<file path="src/hw/rtl/sobrc_pkg.sv">
// ----------------------------------------------------------------------------
// sobrc_pkg
// Widths, constants and the mod-65535 folding function of the checksum.
// ----------------------------------------------------------------------------
`default_nettype none

package sobrc_pkg;

    localparam int BYTE_W = 8;
    localparam int TERM_W = 16;
    localparam int POS_W  = 8;
    localparam int MULA_W = BYTE_W + 1;          // byte + (17*i mod 256)
    localparam int PLUS_W = MULA_W + TERM_W;     // 25 bits
    localparam int MINS_W = POS_W + TERM_W;      // 24 bits
    localparam int SUM_W  = PLUS_W + 1;          // biased difference

    localparam logic [TERM_W-1:0] CK_MOD       = 16'd65535;
    localparam logic [TERM_W-1:0] FIRST_OFFSET = 16'd7;
    localparam logic [POS_W-1:0]  A_STEP       = 8'd17;
    localparam logic [POS_W-1:0]  B_STEP       = 8'd31;

    // 255 * 65535 exceeds any subtrahend, so the biased sum never goes negative
    localparam logic [SUM_W-1:0] BIAS = SUM_W'(255 * 65535);

    // 2^16 == 1 (mod 65535): fold the high part onto the low part, then
    // one conditional subtract.
    function automatic logic [TERM_W-1:0] fold_mod(input logic [SUM_W-1:0] t);
        logic [TERM_W:0] s;
        s = {1'b0, t[TERM_W-1:0]} + {{(2*TERM_W+1-SUM_W){1'b0}}, t[SUM_W-1:TERM_W]};
        if (s >= {1'b0, CK_MOD}) begin
            s = s - {1'b0, CK_MOD};
        end
        return s[TERM_W-1:0];
    endfunction

endpackage

`default_nettype wire

</file>
<file path="src/hw/rtl/second_order_byte_recurrence_checksum.sv">
// ----------------------------------------------------------------------------
// second_order_byte_recurrence_checksum
// Byte-stream checksum built on a second-order recurrence modulo 65535.
// ----------------------------------------------------------------------------
// Usage:
//   Input channel s_*: one message byte per request (s_data_byte), with
//   s_last_byte high on the final byte of a message. Output channel m_*:
//   one request per message carrying the 16-bit checksum (0..65534).
//   Bytes not marked last produce no output request.
// Result path: a final byte goes through the input register, then the
//   recurrence into the output register, before its checksum is on m_*.
// Throughput: one byte per cycle while no final byte waits on a full
//   output register. The recurrence term feeds back into itself every
//   byte, so the two multiplies, the subtract and the mod-65535 fold
//   all sit in one stage between the input and state/output registers.
// Reset (aresetn low, synchronous): drops any held byte and result, and
//   returns the recurrence to the start-of-message state.
// Receiver stall: bytes keep flowing while m_ready is low; only a final
//   byte waits in the input register if the output register is still full,
//   and then s_ready drops until the pending checksum is taken.
// ----------------------------------------------------------------------------
`default_nettype none

module second_order_byte_recurrence_checksum (
    input  wire logic                          aclk,
    input  wire logic                          aresetn,
    // input channel
    input  wire logic                          s_valid,
    output logic                               s_ready,
    input  wire logic [sobrc_pkg::BYTE_W-1:0]  s_data_byte,
    input  wire logic                          s_last_byte,
    // result channel
    output logic                               m_valid,
    input  wire logic                          m_ready,
    output logic      [sobrc_pkg::TERM_W-1:0]  m_checksum
);

    localparam int TW = sobrc_pkg::TERM_W;
    localparam int PW = sobrc_pkg::POS_W;

    // input register
    logic                          in_valid_reg, in_valid_next;
    logic [sobrc_pkg::BYTE_W-1:0]  in_byte_reg;
    logic                          in_last_reg;

    // recurrence state
    logic [TW-1:0] older_reg, older_next;
    logic [TW-1:0] newer_reg, newer_next;
    logic [PW-1:0] pos_reg,   pos_next;
    logic          at_start_reg, at_start_next;

    // output register
    logic          out_valid_reg, out_valid_next;
    logic [TW-1:0] out_checksum_reg;

    logic          s_take;
    logic          advance;
    logic [TW-1:0] step_term;     // term after this byte

    // The byte in the input register moves on unless it would produce a
    // checksum while the output register holds one that is not being taken.
    assign advance = in_valid_reg && (!in_last_reg || !out_valid_reg || m_ready);
    assign s_ready = !in_valid_reg || advance;
    assign s_take  = s_valid && s_ready;

    assign m_valid    = out_valid_reg;
    assign m_checksum = out_checksum_reg;

    // ------------------------------------------------------------------
    // Recurrence step:
    //   next = (byte + 17i mod 256) * newer - (31i mod 256) * older
    // A negative difference is taken as (diff + 1) mod 65535, matching a
    // 64-bit wrap. Bias by 255*65535 (plus one when negative) to keep the
    // sum non-negative, then fold. The first byte gives byte + 7 instead.
    // ------------------------------------------------------------------
    always_comb begin
        logic [PW-1:0]                  pos_a;
        logic [PW-1:0]                  pos_b;
        logic [sobrc_pkg::MULA_W-1:0]   mul_a;
        logic [sobrc_pkg::PLUS_W-1:0]   plus;
        logic [sobrc_pkg::MINS_W-1:0]   minus;
        logic [sobrc_pkg::SUM_W-1:0]    diff;
        logic [sobrc_pkg::SUM_W-1:0]    biased;

        pos_a  = pos_reg * sobrc_pkg::A_STEP;
        pos_b  = pos_reg * sobrc_pkg::B_STEP;
        mul_a  = {1'b0, in_byte_reg} + {1'b0, pos_a};
        plus   = {{TW{1'b0}}, mul_a} * {{sobrc_pkg::MULA_W{1'b0}}, newer_reg};
        minus  = {{TW{1'b0}}, pos_b} * {{PW{1'b0}}, older_reg};
        diff   = {1'b0, plus} - {2'b0, minus};
        biased = diff + sobrc_pkg::BIAS
               + {{(sobrc_pkg::SUM_W-1){1'b0}}, diff[sobrc_pkg::SUM_W-1]};

        if (at_start_reg) begin
            step_term = {{(TW-sobrc_pkg::BYTE_W){1'b0}}, in_byte_reg}
                      + sobrc_pkg::FIRST_OFFSET;
        end else begin
            step_term = sobrc_pkg::fold_mod(biased);
        end
    end

    // next-state logic
    always_comb begin
        older_next     = older_reg;
        newer_next     = newer_reg;
        pos_next       = pos_reg;
        at_start_next  = at_start_reg;
        in_valid_next  = in_valid_reg;
        out_valid_next = out_valid_reg;

        if (m_ready) begin
            out_valid_next = 1'b0;
        end

        if (advance) begin
            in_valid_next = 1'b0;
            if (in_last_reg) begin
                // message done: checksum out, back to start of message
                out_valid_next = 1'b1;
                older_next     = TW'(1);
                newer_next     = '0;
                pos_next       = '0;
                at_start_next  = 1'b1;
            end else begin
                older_next    = at_start_reg ? TW'(1) : newer_reg;
                newer_next    = step_term;
                pos_next      = pos_reg + PW'(1);
                at_start_next = 1'b0;
            end
        end

        if (s_take) begin
            in_valid_next = 1'b1;
        end
    end

    // control and recurrence registers
    always_ff @(posedge aclk) begin
        if (!aresetn) begin
            in_valid_reg  <= 1'b0;
            out_valid_reg <= 1'b0;
            older_reg     <= TW'(1);
            newer_reg     <= '0;
            pos_reg       <= '0;
            at_start_reg  <= 1'b1;
        end else begin
            in_valid_reg  <= in_valid_next;
            out_valid_reg <= out_valid_next;
            older_reg     <= older_next;
            newer_reg     <= newer_next;
            pos_reg       <= pos_next;
            at_start_reg  <= at_start_next;
        end
    end

    // payload registers
    always_ff @(posedge aclk) begin
        if (s_take) begin
            in_byte_reg <= s_data_byte;
            in_last_reg <= s_last_byte;
        end
        if (advance && in_last_reg) begin
            out_checksum_reg <= step_term;
        end
    end

endmodule

`default_nettype wire

</file>
<file path="config.mk">
export PLATFORM = sky130hd
export DESIGN_NAME = second_order_byte_recurrence_checksum
export DESIGN_NICKNAME = d
export VERILOG_FILES = /design/src/hw/rtl/sobrc_pkg.sv /design/src/hw/rtl/second_order_byte_recurrence_checksum.sv
export SDC_FILE = /design/constraint.sdc
export NUM_CORES = 1
export LEC_CHECK = 0
export BUFFER_PORTS_ARGS = -buffer_cell sky130_fd_sc_hd__buf_4
export CORE_ASPECT_RATIO = 1.1
export CORE_UTILIZATION = 60
export DETAILED_ROUTE_END_ITERATION = 10
export PLACE_DENSITY_LB_ADDON = 0.3
export SETUP_SLACK_MARGIN = 0.05
export SKIP_LAST_GASP = 1
export SLEW_MARGIN = 20
export SYNTH_ARGS = -nofsm -noshare
export SYNTH_HDL_FRONTEND = slang
export SYNTH_SLANG_ARGS = --single-unit
</file>
<file path="constraint.sdc">
create_clock -name aclk -period 20.7 [get_ports aclk]
set_input_delay 0 -clock aclk [delete_from_list [all_inputs] [get_ports aclk]]
set_output_delay 0 -clock aclk [all_outputs]
set_load 0.01 [all_outputs]
</file>
==> reports/metrics.yaml <==
global_route:
  antenna_found_initial: 0
  grtUsageMet2: 0.552
  grt_usage: 0.327
  grt.busiest_layer: "met2"
  grt_pass1_vias: 11816
  grt_util_met3: 0.0642
  grt-ovfl-total: 0
  grt_max_degree: 26
  gr-usage-met1: 0.423
  grt_pass1_wl_mm: 60.8
detailed_routing:
  wl_per_cell_um: 18.9
  viasPerCell: 5.84
  vias: 11276
  dr.pass1.iters: 5
  drtIter0Drc: 824
  drt-total-wl_mm: 36.4
  ant_nets: 0
  post-route-drc-count: 0
timing:
  finalCritPeriodShare: 0.803
  fin_skew_ns: 0.0125
  setup_viol_count_final: 0
  rsz0062_at_grt: "false"
  tns_ns: 0
  tightest_slew_ns: 1.14
  max_freq_mhz: 60.1
  slew_violations: 0
  final_hold_viol_count: 0
  slew_headroom: 0.238
  period_needed_ns: 16.63
logic_synthesis:
  ys_top_cells_by_count: "inv_1 (312), fa_1 (238), nand2_1 (211)"
  synth_seq_cells: 68
  ys_types: 75
  netlist.area_leader.share: 0.337
  synth.area.top_cells: "fa_1 (34%), ha_1 (10%), inv_1 (8.3%)"
  async_reset_ff_frac: 0
  ys_seq_area_frac: 0.114
  synth_area_leader_cell: "fa_1"
  avgSynthCellArea_um2: 8.72
  synth_enable_flop_cells: 25
  synth_nets: 1991
  yosysMostFrequentCell: "inv_1"
  ys_warn_count: 0
  netlist_instances: 1622
  synth_ff_type: "dfxtp_1"
  syn-cell-area_um2: 14100
floorplan:
  core_area_um2: 23000
  die_w_um: 148
  die_area_um2: 24200
  start_util: 0.615
  pin_count: 31
  fp.dieH_um: 163
  rows: 58
finish:
  final_nets: 1995
  num_antenna_cells: 0
  drive_above_1_share: 0.0448
  syn_to_final_growth_pct: 6.34
  fillerInstances: 1870
worst_setup_path:
  r2r-end: "m_checksum[8]"
  cp-end-kind: "flip-flop"
  worst_r2r_startpoint: "pos_reg[0]"
  r2r_slack_ns: 4.07
  slowest_delay_ns: 0.68
  critPathSlowestCell: "or4_1"
  path_common_cell: "fa_1"
  reg2regPathDepth: 56
  critPathLaunchType: "flip-flop"
  path_max_fanout: 25
  cp.arrival_ns: 16.73
  critical_path_required_ns: 20.80
  critPathKind: "flip-flop to flip-flop"
min_path:
  hold_depth: 3
  hold_start: "m_ready"
  min_to: "m_valid"
  hold_path_class: "input pin to flip-flop"
placement:
  dp_hpwl_mm: 29.4
  gp_congestion: 0.959
  portBuffers: 30
clocking:
  numCtsBuffers: 9
  cts.sinks: 68
  htree_num_levels: 3
  postCtsSetupRepairBufs: 0
  worstSkewPairLatency_ns: 0.35
  path_clk_slew_ns: 0.07
  cts_tree: "yes"
  clock_path_buffers: 2
  root_buffer: "clkbuf_16"
flow_run:
  drv_cap: 0
run_status:
  outcome: "complete, no violations"
==> critical path, delay by kind of cell, from the launching register on <==
| kind | cells | cell delay [ns] |
|---|---|---|
| AO/OA/AOI/OAI | 21 | 5.14 |
| XOR/XNOR | 5 | 1.51 |
| adder cells (fa/ha/maj) | 15 | 6.38 |
| buffers and inverters | 6 | 0.49 |
| flip-flops | 1 | 0.30 |
| multiplexers | 1 | 0.32 |
| AND/OR/NAND/NOR | 8 | 2.24 |
==> cell families after synthesis <==
family / after synthesis / share of synthesized area
buf+inv: 374 / 0.0995
simple gates: 523 / 0.184
xor+xnor: 87 / 0.0539
mux: 8 / 0.00575
flops: 68 / 0.114
compound gates: 206 / 0.102
fa+ha+maj: 356 / 0.441
==> layer usage <==
| layer | up-vias | routed length [um] |
|---|---|---|
| met5 | - | 0 |
| met4 | 0 | 1070 |
| met3 | 95 | 2720 |
| met2 | 471 | 17700 |
| met1 | 5578 | 14900 |
| li1 | 5132 | - |
==> metrics by stage <==
stage	area [um^2]	std cells	hold slack (ns)	setup slack (ns)	util
final	15000	1931	0.0269	4.07	0.654
after global routing	15000	1931	0.0467	3.06	0.654
after CTS	15000	1931	0.0166	3.86	0.654
after detailed placement	14600	1904	0.180	3.92	0.636
after global placement	14600	1904	0.178	4.29	0.636
after floorplan	14100	1622	0.0989	5.92	-
==> final cells by class <==
class / instances / area, um^2 / area share
Inverter: 313 / 1170 / 0.0781
Clock buffer: 9 / 225 / 0.0150
Timing Repair Buffer: 54 / 433 / 0.0288
Sequential cell: 68 / 1610 / 0.107
Tap cell: 300 / 375 / 0.0249
Multi-Input combinational cell: 1180 / 11100 / 0.741
Clock inverter: 7 / 81.3 / 0.00540
==> worst max-delay path by stage <==
stage,startpoint,to,cells after the start
floorplan,pos_reg[1],m_checksum[8],56
global placement,pos_reg[0],m_checksum[8],56
detailed placement,pos_reg[0],m_checksum[8],56
CTS,pos_reg[0],m_checksum[8],56
global route,pos_reg[1],m_checksum[8],57
finish,pos_reg[0],m_checksum[8],56
==> cells in the final DEF, fill, tap and decap left out, types with 11 or more instances in the layout <==
| cell | n |
|---|---|
| inv_1 | 312 |
| fa_1 | 238 |
| nand2_1 | 211 |
| and2_1 | 122 |
| ha_1 | 118 |
| xnor2_1 | 54 |
| nor2_1 | 54 |
| dfxtp_1 | 43 |
| buf_4 | 43 |
| a21oi_1 | 38 |
| xor2_1 | 31 |
| o21ai_0 | 30 |
| nand3_1 | 29 |
| nor2b_1 | 25 |
| edfxtp_1 | 25 |
| nor3_1 | 22 |
| a21boi_0 | 19 |
| or3_1 | 13 |
| a21o_1 | 12 |
| o21ai_1 | 12 |
| nand4_1 | 12 |
| dlygate4sd3_1 | 11 |
==> repair_timing <==
action                    in CTS  in global routing
hold buffers                  11                  0
resized for setup              0                  0
hold endpoints to repair      12                  0
Power is left out: the tool's default activity adds up to more than one toggle a clock period on the data nets, which glitch-free logic cannot reach.
